## config.mk

```make
export PLATFORM = sky130hd
export DESIGN_NAME = vmsu_merge
export DESIGN_NICKNAME = d
export VERILOG_FILES = /design/src/rtl/core/viscoelastic_maxwell_stress_update_top_assert.svh /design/src/rtl/core/vmsu_pkg.sv /design/src/rtl/core/vmsu_merge.sv
export SDC_FILE = /design/constraint.sdc
export NUM_CORES = 1
export LEC_CHECK = 0
export BUFFER_PORTS_ARGS = -buffer_cell sky130_fd_sc_hd__buf_4
export CAP_MARGIN = 10
export CORE_ASPECT_RATIO = 0.5
export CORE_UTILIZATION = 55
export CTS_CLUSTER_SIZE = 25
export DETAILED_ROUTE_END_ITERATION = 8
export MAX_ROUTING_LAYER = met4
export PLACE_DENSITY_LB_ADDON = 0.15
export SLEW_MARGIN = 15
export SYNTH_ARGS = -nofsm -noshare
export SYNTH_HDL_FRONTEND = slang
export SYNTH_SLANG_ARGS = --single-unit
```

## constraint.sdc

```tcl
create_clock -name clk -period 5 [get_ports clk]
set_clock_uncertainty 0.05 [all_clocks]
set_input_delay 0.5 -clock clk [delete_from_list [all_inputs] [get_ports clk]]
set_output_delay 0.5 -clock clk [all_outputs]
set_load 0.01 [all_outputs]
```

## src/rtl/core/viscoelastic_maxwell_stress_update_top_assert.svh

```systemverilog
// Assertion macros for the viscoelastic stress update block.
// Expects signals named clk and rst in the including module's scope.
`ifndef VISCOELASTIC_MAXWELL_STRESS_UPDATE_TOP_ASSERT_SVH
`define VISCOELASTIC_MAXWELL_STRESS_UPDATE_TOP_ASSERT_SVH
`ifndef SYNTHESIS
`define VMSU_ASSERT(name, prop) \
  name: assert property (@(posedge clk) disable iff (rst) prop) \
    else $error("vmsu check failed");
`define VMSU_ASSERT_ALWAYS(name, prop) \
  name: assert property (@(posedge clk) prop) \
    else $error("vmsu check failed");
`else
`define VMSU_ASSERT(name, prop)
`define VMSU_ASSERT_ALWAYS(name, prop)
`endif
`endif

```

## src/rtl/core/vmsu_pkg.sv

```systemverilog
// Shared types, constants and width helpers for the Maxwell stress update.
// No dependencies; imported by every module of the block.
`timescale 1ns / 1ps
`default_nettype none

package vmsu_pkg;

  localparam int NUM_COMP   = 6;
  localparam int NUM_NORMAL = 3;
  localparam int STRAIN_W   = 32;
  localparam int STRESS_W   = 48;
  localparam int COEF_W     = 31;
  localparam int DECAY_W    = COEF_W + 1;  // reset value 2^FRAC_BITS may need bit 31
  localparam int OPA_W      = 33;          // narrow multiplier operand, signed
  localparam int DIGIT_W    = 24;          // bits of the wide operand per step
  localparam int CFG_IDX_W  = 8;
  localparam int CFG_DATA_W = 32;
  localparam int IN_DATA_W  = NUM_COMP * STRAIN_W;
  localparam int OUT_DATA_W = NUM_COMP * STRESS_W;
  localparam int IN_USER_W  = 2;
  localparam int USER_KIND  = 0;
  localparam int USER_STORE = 1;

  localparam logic [CFG_IDX_W-1:0] CFG_DECAY  = 8'd0;
  localparam logic [CFG_IDX_W-1:0] CFG_COEF   = 8'd1;
  localparam logic [CFG_IDX_W-1:0] CFG_LAMBDA = 8'd2;
  localparam logic [CFG_IDX_W-1:0] CFG_MU     = 8'd3;

  typedef enum logic [2:0] {
    OP_DF,    // decay * (one + coef), rounded
    OP_AUX1,  // strain * (one - coef), rounded
    OP_AUX2,  // minus prev_strain * df, rounded
    OP_DEC,   // prev_stress * decay, rounded
    OP_LAM,   // plus lambda * trace, exact
    OP_MU     // plus (2)mu * aux, exact
  } op_t;

  typedef enum logic [2:0] {
    ST_IDLE,
    ST_CALC,
    ST_TRACE,
    ST_SAT,
    ST_DONE
  } ctrl_state_t;

  typedef enum logic [1:0] {
    PH_MUL,
    PH_RND,
    PH_WB
  } phase_t;

  typedef struct packed {
    logic load;    // take the strain of an accepted word
    logic mul;     // one digit step of the multiplier
    logic first;   // first digit of an operation
    logic rnd;     // round or pass the product
    logic wb;      // write the result into its destination
    op_t  op;
    logic sat;     // clamp the accumulator into the result
    logic upd;     // retire the word: state update
    logic commit;
    logic keep;
  } lane_cmd_t;

  function automatic int df_w(int f);
    return 63 - f;
  endfunction

  function automatic int aux_w(int f);
    int a;
    int b;
    a = 65 - f;
    b = 96 - 2 * f;
    return ((a > b) ? a : b) + 2;
  endfunction

  function automatic int tr_w(int f);
    return aux_w(f) + 2;
  endfunction

  function automatic int num_digits(int f);
    int bw;
    bw = STRESS_W;
    if (df_w(f) + 1 > bw) bw = df_w(f) + 1;
    if (tr_w(f) > bw) bw = tr_w(f);
    if (OPA_W + 1 > bw) bw = OPA_W + 1;
    return (bw + DIGIT_W - 1) / DIGIT_W;
  endfunction

  function automatic op_t next_op(op_t op);
    op_t r;
    case (op)
      OP_DF:   r = OP_AUX1;
      OP_AUX1: r = OP_AUX2;
      OP_AUX2: r = OP_DEC;
      OP_DEC:  r = OP_LAM;
      OP_LAM:  r = OP_MU;
      default: r = OP_DF;
    endcase
    return r;
  endfunction

endpackage

`default_nettype wire

```

## src/rtl/core/vmsu_merge.sv

```systemverilog
// Merge stage: sums the normal-component aux values of the lanes into the trace.
// Uses vmsu_pkg.
`timescale 1ns / 1ps
`default_nettype none

module vmsu_merge
  import vmsu_pkg::*;
#(
  parameter int FRAC_BITS = 30,
  localparam int AUX_W = aux_w(FRAC_BITS),
  localparam int TR_W  = tr_w(FRAC_BITS)
) (
  input  logic                    clk,
  input  logic                    load,
  input  logic signed [AUX_W-1:0] aux_n [NUM_NORMAL],
  output logic signed [TR_W-1:0]  trace
);

  logic signed [TR_W-1:0] sum;

  always_comb begin
    sum = '0;
    for (int i = 0; i < NUM_NORMAL; i++) begin
      sum = sum + TR_W'(aux_n[i]);
    end
  end

  always_ff @(posedge clk) begin
    if (load) begin
      trace <= sum;
    end
  end

endmodule

`default_nettype wire

```

==> flow_summary.json <==
{
  "power.clock.fraction_pct": 16.2,
  "largest_register": "trace",
  "syn_inst": 404,
  "netSwitchingFraction_pct": 38.27,
  "postCtsResizedCells": 0,
  "peak_ir_drop_on_the_vdd_network_uv": 175.4,
  "worst_path_largest_cell_delay_ns": 0.53,
  "die_h_um": 64.22,
  "cts_buffer_depth": 2,
  "cpMostUsedCell": "fa_1",
  "area_added_between_synthesis_and_finish_pct": 32.41,
  "worst_ep_arrival_time_ns": 3.37,
  "synthesis.area_um2": 4258,
  "synth.cells.most_frequent": "edfxtp_1, fa_1, ha_1, a21oi_1, nand2_1",
  "first_global_vias": 3708,
  "finalWeightedCongestion": 0.9036,
  "cts-buffers-inserted": 5,
  "post-route-period-util_pct": 67.51,
  "max_clock_freq_mhz": 296.2,
  "grtUsageTotal_pct": 28.04,
  "filler_cell_count": 535,
  "intPower_uw": 1197,
  "synth-async-reset-ratio_pct": 0,
  "drt-pass1-iter-count": 5,
  "routed_wl_um": 10520,
  "hold_viol": 0,
  "path_cells": "buf_4, fa_1, ha_1, inv_1, fa_1, and2b_1, o2111ai_2, a31oi_4, o22ai_2, o21ai_1, a311oi_2, xnor2_1",
  "globalRoute.totalOverflow": 0,
  "totalNegativeSetupSlack_ns": 0,
  "die_width_um": 126.4,
  "largest_register_ffs": 40,
  "slew_headroom_pct": 63.29,
  "end_kind": "flip-flop",
  "timing.critical_path.from_type": "input pin",
  "final-setup-viol-count": 0,
  "syn_area_per_cell_um2": 10.54,
  "cp-startpoint": "aux_n[1]",
  "detailedPlacementHpwl_um": 8574,
  "buffers_inserted_during_post_cts_setup_optimization": 0,
  "clock_sinks": 40,
  "power_leakage_uw": 0.002500,
  "fin_worst_hold_slack_ns": 0.6261,
  "hold_path.startpoint": "aux_n[77]",
  "power.sequential.fraction_pct": 28.2,
  "type_of_the_tightest_min_delay_check": "in2reg",
  "num-nets-final": 750,
  "root_buffer": "clkbuf_16",
  "share_comb_of_total_power_pct": 55.6,
  "post-synth-top-count-cell": "edfxtp_1",
  "layout_setup_ws_ns": 1.624,
  "grt_first_pass_wirelength_um": 17260,
  "finalWorstPathRequiredPeriod_ns": 3.376,
  "port-buffer-count": 155,
  "slew_viol_final": 0,
  "synth_edf_count": 40,
  "cp_max_stage_cell": "fa_1",
  "drt-vias-per-instance": 5.826,
  "synth-warning-count": 0,
  "report.power.total_uw": 1939,
  "antenna_violating_nets_post_route": 0,
  "num_rows": 22,
  "io_pins": 156,
  "critPathKind": "in2reg",
  "dieArea_um2": 8119,
  "design.core.area_um2": 7405,
  "final_layout_size_suffix_gt1_share_pct": 30.82,
  "route.vias.total": 3810,
  "required_worst_endpoint_ns": 4.99,
  "ys_seq_area_share_pct": 28.21,
  "synthFlopType": "edfxtp_1",
  "antenna_found_initial": 0,
  "final_util_pct": 76.14,
  "cts_tree": "built",
  "synth_cell_type_count": 56,
  "initial_utilization_pct": 57.50,
  "detailedRoute.firstIterationViolations": 232,
  "power.net_switching_uw": 741.8,
  "layout_top_registers": "trace x40",
  "synth_area_leaders": "edfxtp_1, fa_1, ha_1, xnor2_1, a21oi_1",
  "synth.net_count": 597,
  "cts_hold_buffers": 0,
  "n_antenna_cell": 0,
  "maxcap_viol_count": 0,
  "path_max_fanout": 4,
  "status": "completed",
  "clk_pin_slew_worst_paths_ns": 0.06,
  "timing_worst_slew_pin_value_ns": 0.5507,
  "pwr_density_cell_nw_per_um2": 343.8,
  "drc": 0,
  "synthDominantAreaCellType": "edfxtp_1",
  "rsz0062_at_grt": "no",
  "grt_max_degree": 41,
  "wl_per_cell_um": 16.09,
  "synthDominantCellAreaShare_pct": 28.21,
  "clock_tree.htree_level_count": 2,
  "yosys_register_bits": 40,
  "post-place-ws_ns": 1.367
}
## area by class of cell
type	count	area [um2]	area share, %
inverter	22	82.58	1.465
clock inverter	1	3.754	0.06658
tap	96	120.1	2.130
sequential	40	1201	21.30
timing repair buffer	155	1164	20.64
multi-input combinational	333	2934	52.04
clock buffer	7	132.6	2.352
## critical path: cells and delay by family
kind                       cells  cell delay, ns
xor gates and xnor gates       1            0.16
adders and majority gates      3            1.10
and+or+nand+nor                1            0.25
buffers and inverters          2            0.17
AOI/OAI and AO/OA              5            1.18
## worst paths after layout
path                   endpoint  slack (ns)  depth (start not counted)
worst max-delay path  trace[37]        1.62                         12
worst min-delay path   trace[1]        0.63                          3
## per-stage QoR
| step | std cells | area, um2 |
|---|---|---|
| CTS | 654 | 5638 |
| floorplan | 404 | 4258 |
| finish | 654 | 5638 |
| detailed placement | 646 | 5502 |
| global placement | 646 | 5502 |
| global route | 654 | 5638 |
## cells by family (layout without fill, tap and decap cells)
logic type,count (synthesis),in the layout,share of synthesized area (%)
mux,1,1,0.2351
flops,40,40,28.21
simple gates,99,99,11.20
fa+ha+maj,77,77,29.50
compound gates,122,122,20.98
buf+inv,31,185,2.880
xor+xnor,34,34,6.994
## layer usage
layer  track usage [%]  up-vias  routed length (um)
met5                 -        -                   0
met4             7.530        0                 145
met3             5.779       16                 711
met2             48.14      156                5181
met1             34.04     1839                4483
li1                  -     1799                   -
## cell usage in the layout (no fill, tap or decap), types with 2 or more instances in the layout
cell,Yosys,final
a21oi_2,2,2
xor2_1,13,13
buf_4,0,155
a31oi_1,2,2
nor2_1,21,21
clkbuf_1,4,2
o2111ai_1,3,3
or3_1,2,2
clkbuf_16,0,5
o22ai_1,4,4
edfxtp_1,40,40
a31o_1,2,2
a21o_1,15,15
and2_1,5,5
and3_1,6,6
nor3_1,7,7
nor2b_1,5,5
xnor2_1,21,21
o21ai_1,2,2
a211oi_1,3,3
o21ai_0,17,17
fa_1,39,39
nand4_1,4,4
o211ai_1,8,8
o21a_1,5,5
nand3_1,11,11
nor4_1,3,3
a21oi_1,34,34
inv_1,22,22
nand2_1,31,31
o21bai_1,5,5
ha_1,38,38
## power by group through the flow
stage	registers (uW)	logic, uW	clock network, uW
floorplan	605	616	0
global placement	549	1050	0
detailed placement	555	1060	0
CTS	548	1070	318
global route	556	1180	335
finish	546	1080	315
(Power assumes the default switching activity.)
