--- config.mk ---
export PLATFORM = sky130hd
export DESIGN_NAME = vmsu_lane
export DESIGN_NICKNAME = d
export VERILOG_FILES = /design/src/rtl/core/viscoelastic_maxwell_stress_update_top_assert.svh /design/src/rtl/core/vmsu_pkg.sv /design/src/rtl/core/vmsu_lane.sv
export SDC_FILE = /design/constraint.sdc
export NUM_CORES = 2
export LEC_CHECK = 0
export BUFFER_PORTS_ARGS = -buffer_cell sky130_fd_sc_hd__buf_2
export CAP_MARGIN = 20
export CORE_MARGIN = 3
export CORE_UTILIZATION = 55
export DETAILED_ROUTE_END_ITERATION = 10
export PLACE_DENSITY_LB_ADDON = 0.3
export SLEW_MARGIN = 20
export SYNTH_ARGS = -nofsm -noshare
export SYNTH_HDL_FRONTEND = slang
export SYNTH_SLANG_ARGS = --single-unit
--- constraint.sdc ---
create_clock -name clk -period 19.1 [get_ports clk]
set_input_delay 0.955 -clock clk [delete_from_list [all_inputs] [get_ports clk]]
set_output_delay 0.955 -clock clk [all_outputs]
set_load 0.005 [all_outputs]
--- src/rtl/core/viscoelastic_maxwell_stress_update_top_assert.svh ---
// Assertion macros for the viscoelastic stress update block.
// Expects signals named clk and rst in the including module's scope.
`ifndef VISCOELASTIC_MAXWELL_STRESS_UPDATE_TOP_ASSERT_SVH
`define VISCOELASTIC_MAXWELL_STRESS_UPDATE_TOP_ASSERT_SVH
`ifndef SYNTHESIS
`define VMSU_ASSERT(name, prop) \
  name: assert property (@(posedge clk) disable iff (rst) prop) \
    else $error("vmsu check failed");
`define VMSU_ASSERT_ALWAYS(name, prop) \
  name: assert property (@(posedge clk) prop) \
    else $error("vmsu check failed");
`else
`define VMSU_ASSERT(name, prop)
`define VMSU_ASSERT_ALWAYS(name, prop)
`endif
`endif

--- src/rtl/core/vmsu_pkg.sv ---
// Shared types, constants and width helpers for the Maxwell stress update.
// No dependencies; imported by every module of the block.
`timescale 1ns / 1ps
`default_nettype none

package vmsu_pkg;

  localparam int NUM_COMP   = 6;
  localparam int NUM_NORMAL = 3;
  localparam int STRAIN_W   = 32;
  localparam int STRESS_W   = 48;
  localparam int COEF_W     = 31;
  localparam int DECAY_W    = COEF_W + 1;  // reset value 2^FRAC_BITS may need bit 31
  localparam int OPA_W      = 33;          // narrow multiplier operand, signed
  localparam int DIGIT_W    = 24;          // bits of the wide operand per step
  localparam int CFG_IDX_W  = 8;
  localparam int CFG_DATA_W = 32;
  localparam int IN_DATA_W  = NUM_COMP * STRAIN_W;
  localparam int OUT_DATA_W = NUM_COMP * STRESS_W;
  localparam int IN_USER_W  = 2;
  localparam int USER_KIND  = 0;
  localparam int USER_STORE = 1;

  localparam logic [CFG_IDX_W-1:0] CFG_DECAY  = 8'd0;
  localparam logic [CFG_IDX_W-1:0] CFG_COEF   = 8'd1;
  localparam logic [CFG_IDX_W-1:0] CFG_LAMBDA = 8'd2;
  localparam logic [CFG_IDX_W-1:0] CFG_MU     = 8'd3;

  typedef enum logic [2:0] {
    OP_DF,    // decay * (one + coef), rounded
    OP_AUX1,  // strain * (one - coef), rounded
    OP_AUX2,  // minus prev_strain * df, rounded
    OP_DEC,   // prev_stress * decay, rounded
    OP_LAM,   // plus lambda * trace, exact
    OP_MU     // plus (2)mu * aux, exact
  } op_t;

  typedef enum logic [2:0] {
    ST_IDLE,
    ST_CALC,
    ST_TRACE,
    ST_SAT,
    ST_DONE
  } ctrl_state_t;

  typedef enum logic [1:0] {
    PH_MUL,
    PH_RND,
    PH_WB
  } phase_t;

  typedef struct packed {
    logic load;    // take the strain of an accepted word
    logic mul;     // one digit step of the multiplier
    logic first;   // first digit of an operation
    logic rnd;     // round or pass the product
    logic wb;      // write the result into its destination
    op_t  op;
    logic sat;     // clamp the accumulator into the result
    logic upd;     // retire the word: state update
    logic commit;
    logic keep;
  } lane_cmd_t;

  function automatic int df_w(int f);
    return 63 - f;
  endfunction

  function automatic int aux_w(int f);
    int a;
    int b;
    a = 65 - f;
    b = 96 - 2 * f;
    return ((a > b) ? a : b) + 2;
  endfunction

  function automatic int tr_w(int f);
    return aux_w(f) + 2;
  endfunction

  function automatic int num_digits(int f);
    int bw;
    bw = STRESS_W;
    if (df_w(f) + 1 > bw) bw = df_w(f) + 1;
    if (tr_w(f) > bw) bw = tr_w(f);
    if (OPA_W + 1 > bw) bw = OPA_W + 1;
    return (bw + DIGIT_W - 1) / DIGIT_W;
  endfunction

  function automatic op_t next_op(op_t op);
    op_t r;
    case (op)
      OP_DF:   r = OP_AUX1;
      OP_AUX1: r = OP_AUX2;
      OP_AUX2: r = OP_DEC;
      OP_DEC:  r = OP_LAM;
      OP_LAM:  r = OP_MU;
      default: r = OP_DF;
    endcase
    return r;
  endfunction

endpackage

`default_nettype wire

--- src/rtl/core/vmsu_lane.sv ---
// One Voigt component of the stress update: digit-serial multiplier,
// rounding, accumulation, saturation and the component's stored state. Uses vmsu_pkg.
`timescale 1ns / 1ps
`default_nettype none

module vmsu_lane
  import vmsu_pkg::*;
#(
  parameter int FRAC_BITS = 30,
  localparam int AUX_W = aux_w(FRAC_BITS),
  localparam int TR_W  = tr_w(FRAC_BITS)
) (
  input  logic                       clk,
  input  logic                       rst,
  input  lane_cmd_t                  cmd,
  input  logic signed [STRAIN_W-1:0] strain_in,
  input  logic signed [OPA_W-1:0]    decay_a,
  input  logic signed [OPA_W-1:0]    one_minus,
  input  logic [OPA_W-1:0]           one_plus,
  input  logic signed [OPA_W-1:0]    lam_a,
  input  logic signed [OPA_W-1:0]    mu_a,
  input  logic signed [TR_W-1:0]     trace,
  output logic signed [AUX_W-1:0]    aux,
  output logic signed [STRESS_W-1:0] result
);

  localparam int DF_W  = df_w(FRAC_BITS);
  localparam int ND    = num_digits(FRAC_BITS);
  localparam int NDW   = ND * DIGIT_W;
  localparam int PW    = OPA_W + NDW;
  localparam int ACC_W = PW + 2;
  localparam int TERM_W = OPA_W + DIGIT_W + 1;
  localparam logic signed [PW-1:0] HALF = {{(PW-1){1'b0}}, 1'b1} << (FRAC_BITS - 1);
  localparam logic [STRESS_W-1:0] SAT_MAX = {1'b0, {(STRESS_W-1){1'b1}}};
  localparam logic [STRESS_W-1:0] SAT_MIN = {1'b1, {(STRESS_W-1){1'b0}}};

  logic signed [STRAIN_W-1:0] strain;
  logic signed [STRAIN_W-1:0] prev_strain;
  logic signed [STRAIN_W-1:0] trial_strain;
  logic signed [STRESS_W-1:0] prev_stress;
  logic signed [STRESS_W-1:0] trial_stress;
  logic signed [STRESS_W-1:0] res;
  logic [DF_W-1:0]            df;
  logic signed [ACC_W-1:0]    acc;
  logic signed [PW-1:0]       prod;
  logic signed [PW-1:0]       prod_next;
  logic signed [PW-1:0]       rnd;
  logic [NDW-1:0]             breg;
  logic [NDW-1:0]             bsrc;
  logic signed [OPA_W-1:0]    op_a;
  logic signed [NDW-1:0]      b_ext;
  logic signed [DIGIT_W:0]    dig_s;
  logic signed [TERM_W-1:0]   term;
  logic                       rounds;

  // operand selection per operation
  always_comb begin
    case (cmd.op) inside
      OP_DF, OP_DEC: op_a = decay_a;
      OP_AUX1:       op_a = one_minus;
      OP_AUX2:       op_a = OPA_W'(prev_strain);
      OP_LAM:        op_a = lam_a;
      OP_MU:         op_a = mu_a;
      default:       op_a = '0;
    endcase
    case (cmd.op)
      OP_DF:   b_ext = NDW'($signed({1'b0, one_plus}));
      OP_AUX1: b_ext = NDW'(strain);
      OP_AUX2: b_ext = NDW'($signed({1'b0, df}));
      OP_DEC:  b_ext = NDW'(prev_stress);
      OP_LAM:  b_ext = NDW'(trace);
      OP_MU:   b_ext = NDW'(aux);
      default: b_ext = '0;
    endcase
    rounds = !(cmd.op == OP_LAM || cmd.op == OP_MU);
  end

  // MSB-first digit step: top digit signed, the rest unsigned
  always_comb begin
    bsrc = cmd.first ? b_ext : breg;
    if (cmd.first) begin
      dig_s = {bsrc[NDW-1], bsrc[NDW-1 -: DIGIT_W]};
    end else begin
      dig_s = {1'b0, bsrc[NDW-1 -: DIGIT_W]};
    end
    term = op_a * dig_s;
    if (cmd.first) begin
      prod_next = PW'(term);
    end else begin
      prod_next = (prod <<< DIGIT_W) + PW'(term);
    end
  end

  always_ff @(posedge clk) begin
    if (cmd.load) begin
      strain <= strain_in;
    end
    if (cmd.mul) begin
      prod <= prod_next;
      breg <= bsrc << DIGIT_W;
    end
    if (cmd.rnd) begin
      rnd <= rounds ? ((prod + HALF) >>> FRAC_BITS) : prod;
    end
    if (cmd.wb) begin
      case (cmd.op)
        OP_DF:   df  <= rnd[DF_W-1:0];
        OP_AUX1: aux <= rnd[AUX_W-1:0];
        OP_AUX2: aux <= aux - rnd[AUX_W-1:0];
        OP_DEC:  acc <= ACC_W'(rnd);
        default: acc <= acc + ACC_W'(rnd);
      endcase
    end
    if (cmd.sat) begin
      if (acc[ACC_W-1:STRESS_W-1] == '0 || acc[ACC_W-1:STRESS_W-1] == '1) begin
        res <= acc[STRESS_W-1:0];
      end else if (acc[ACC_W-1]) begin
        res <= SAT_MIN;
      end else begin
        res <= SAT_MAX;
      end
    end
  end

  // history and trial values of this component
  always_ff @(posedge clk) begin
    if (rst) begin
      prev_strain  <= '0;
      prev_stress  <= '0;
      trial_strain <= '0;
      trial_stress <= '0;
    end else if (cmd.upd) begin
      if (cmd.commit) begin
        prev_strain <= trial_strain;
        prev_stress <= trial_stress;
      end else if (cmd.keep) begin
        trial_strain <= strain;
        trial_stress <= res;
      end
    end
  end

  assign result = cmd.commit ? trial_stress : res;

endmodule

`default_nettype wire

==> impl_results.rst <==
.. list-table::
   :header-rows: 1

   * - Metric
     - Value
   * - Result of the run
     - complete, no violations
   * - Total wire length
     - 221,000 µm
   * - Worst slack at placement
     - 4910 ps
   * - Mapped Cells
     - 7,076
   * - Most prevalent standard cell on the critical path
     - sky130_fd_sc_hd__fa_1
   * - Depth of the CTS H-tree
     - 2
   * - Largest stage delay on the critical path
     - approximately 760 ps
   * - Worst hold-check path type
     - reg2reg
   * - Global-route wire length before repair
     - 332,000 µm
   * - Depth of the most critical reg-to-reg path
     - 40
   * - Proportion of register bits with asynchronous set or reset after synthesis
     - 0%
   * - Clock period minus final worst setup slack
     - around 14,000 ps
   * - CP startpoint kind
     - primary input
   * - Dominant register cell in the synthesized netlist
     - sky130_fd_sc_hd__edfxtp_1
   * - Count of TritonRoute iterations in the first routing pass
     - 6
   * - Post-Place Cell Area
     - 66,900 µm²
   * - Count of flip-flops with a built-in enable after synthesis
     - 420
   * - Endpoint of the lowest-slack register-to-register path
     - prod[80]
   * - Mapped Area
     - 63,900 µm²
   * - Via count of the routed design
     - 53,800
   * - Setup slack, reg-to-reg
     - around 6700 ps
   * - Core Box Area
     - 115,000 µm²
   * - Leading post-synthesis cells by cell area
     - sky130_fd_sc_hd__fa_1, sky130_fd_sc_hd__edfxtp_1, sky130_fd_sc_hd__nand2_1
   * - Sum of negative setup slack
     - 0 ps
   * - Post-Syn Area per Cell
     - 9.02 µm²
   * - CTS Buffer Depth
     - 3
   * - Number of register bits inferred by synthesis
     - 580
   * - Vias in the first global route
     - 53,500
   * - Total routing resource utilization after global routing
     - 36.4%
   * - Mean number of vias per cell
     - 6.15
   * - Most common library cell in the layout ignoring fill and taps
     - sky130_fd_sc_hd__nand2_1
   * - Final routed DRC violation total
     - 0
   * - Share of Yosys cell area claimed by the top area cell type
     - 26.5%
   * - Post-route clock period utilization
     - 71.8%
   * - Count of endpoints failing setup in the final report
     - 0
   * - Site Rows
     - 124
   * - Hold Vio Cnt, Final
     - 0
   * - Antenna violations before repair
     - 6
   * - Highest clock frequency the design can meet
     - 0.0729 GHz
   * - Buffer type at the clock tree root
     - sky130_fd_sc_hd__clkbuf_16
   * - Number of warnings reported in the yosys synthesis log
     - 0
   * - Post-synth top area cell
     - sky130_fd_sc_hd__fa_1
   * - Source-to-sink clock delay at the later pin of the worst-skew pair
     - 650 ps
   * - Largest driver fanout on the critical path
     - 70
   * - Iteration-0 DRC count of the detailed router
     - 5,969
   * - Most frequent cells in the layout
     - sky130_fd_sc_hd__nand2_1, sky130_fd_sc_hd__inv_1, sky130_fd_sc_hd__fa_1
   * - Height of the chip
     - 347 µm
   * - Total congestion overflow
     - 0
   * - Total nets after synthesis
     - 8,507
   * - Setup crit end kind
     - register
   * - Number of clock sinks
     - 580
   * - Effective utilization at floorplan
     - 55.6%
   * - Final design instance area without fill
     - between 60,000 and 70,000 µm²
   * - CTS tree
     - yes
   * - Clock-pin slew reported for the worst setup and hold paths after clock tree synthesis
     - 70 ps
   * - Data required time of the critical path
     - 19,490 ps
   * - Worst reg2reg path startpoint
     - strain[31]
   * - CTS Buf Count
     - between 50 and 60
   * - Number of max-slew violations in the final report
     - 0
   * - Startpoint of the most critical setup path
     - cmd[6]
   * - Routability cong.
     - between 0.9 and 1
   * - Worst slew slack as a fraction of its limit
     - 22.2%
   * - # Post-CTS Setup Buffers
     - 0
   * - Number of buffer cells added on primary ports
     - 336
   * - Max cap viols
     - 0
   * - Slew @ Worst Pin
     - 1170 ps
   * - Pin count of the biggest net entering global routing
     - 88
   * - Post-DP HPWL
     - 173,000 µm
   * - Layout net count
     - 8,613
   * - Hold bufs inserted after CTS
     - 0
   * - Slowest cell on the critical path
     - sky130_fd_sc_hd__buf_4
   * - Critical Path End
     - prod[80]
   * - Data arrival time of the critical path
     - 14,110 ps
   * - Relative area change from synthesis to final layout
     - 7.86%
   * - Number of top-level design ports
     - 337
   * - Fin Clk Skew
     - 35.1 ps
   * - Number of antenna-violating nets in the routed design
     - 0
   * - Routed length per instance
     - 25.3 µm
   * - Part of the Yosys area used for sequential elements
     - 24.8%
   * - Startpoint-to-endpoint class of the critical path
     - in2reg
   * - Chip width
     - 347 µm
   * - Library cells used by synthesis
     - 98
   * - Fraction of final layout cells with drive strength greater than 1
     - 9.26%
   * - Full die area
     - 120,000 µm²
   * - Unrepaired setup endpoints after global routing
     - no
   * - Worst setup slack after layout
     - about 5400 ps
   * - Resized Gates After CTS
     - 0
-- cell families after synthesis --
| logic type | share of synthesized area [%] |
|---|---|
| fa+ha+maj | 33.1 |
| xor+xnor | 3.70 |
| flops | 24.8 |
| buf+inv | 7.79 |
| compound gates | 15.8 |
| mux | 1.17 |
| simple gates | 13.7 |
-- area by class of cell --
class,count,area (µm²)
Clock inverter,32,399
Tap cell,1512,1890
Clock buffer,71,1560
Antenna cell,2,5.00
Timing Repair Buffer,427,2400
Inverter,926,3480
Fill cell,9937,45900
Multi-Input combinational cell,5191,43300
Sequential cell,580,15800
-- through the flow --
| step | hold slack [ps] | util (%) | std cells |
|---|---|---|---|
| after floorplan | 432 | - | 7076 |
| after global placement | 440 | 58.2 | 8633 |
| after detailed placement | 445 | 58.3 | 8635 |
| after CTS | 452 | 60.0 | 8738 |
| after global routing | 470 | 60.0 | 8740 |
| final | 449 | 60.0 | 8741 |
-- metal layers --
layer,GRT usage (%),routed length [µm],vias up
met5,0,24,-
met4,16.9,12500,4
li1,-,-,23600
met3,10.9,29100,605
met1,49.0,84300,26300
met2,54.4,94700,3207
-- cell usage after synthesis (45+ instances only) --
master                     number
sky130_fd_sc_hd__o21bai_1      66
sky130_fd_sc_hd__a22oi_1      125
sky130_fd_sc_hd__fa_1         845
sky130_fd_sc_hd__ha_1         335
sky130_fd_sc_hd__mux2_2        59
sky130_fd_sc_hd__xnor2_1      156
sky130_fd_sc_hd__xor2_1       114
sky130_fd_sc_hd__dfxtp_1      160
sky130_fd_sc_hd__inv_1        925
sky130_fd_sc_hd__nand3_1       60
sky130_fd_sc_hd__nor3_1        45
sky130_fd_sc_hd__a21o_1       261
sky130_fd_sc_hd__edfxtp_1     420
sky130_fd_sc_hd__clkbuf_1     329
sky130_fd_sc_hd__nand2_1     1132
sky130_fd_sc_hd__a31oi_1       54
sky130_fd_sc_hd__o21a_1        55
sky130_fd_sc_hd__o21ai_0      262
sky130_fd_sc_hd__nand4_1       75
sky130_fd_sc_hd__a21oi_1      511
sky130_fd_sc_hd__nor2_1       584
-- critical path: cells and delay by family --
| kind | cells | cell delay, ps |
|---|---|---|
| and+or+nand+nor | 8 | 2670 |
| buffers and inverters | 10 | 2400 |
| adders and majority gates | 9 | 4580 |
| xor gates and xnor gates | 2 | 230 |
| AOI/OAI and AO/OA | 15 | 3170 |
-- worst min-delay path by stage --
| stage | startpoint | endpoint | slack [ps] | depth (start not counted) |
|---|---|---|---|---|
| 6_report | trial_strain[2] | prev_strain[2] | 450 | 2 |
| 5_1_grt | prev_strain[27] | prev_strain[27] | 470 | 2 |
| 4_1_cts | trial_strain[2] | prev_strain[2] | 450 | 2 |
| 3_5_place_dp | prev_strain[31] | prev_strain[31] | 440 | 2 |
| 3_3_place_gp | prev_strain[31] | prev_strain[31] | 440 | 2 |
| 2_1_floorplan | prev_strain[31] | prev_strain[31] | 430 | 2 |
-- state kept, by name, summed over array words and instances (netlist names) --
register,flops
acc,83
prev_stress,48
df,33
prod,81
prev_strain,32
strain,32
res,48
trial_stress,48
rnd,81
trial_strain,32
breg,24
aux,38
Power is left out: the tool's default activity adds up to more than one toggle a clock period on the data nets, which glitch-free logic cannot reach.
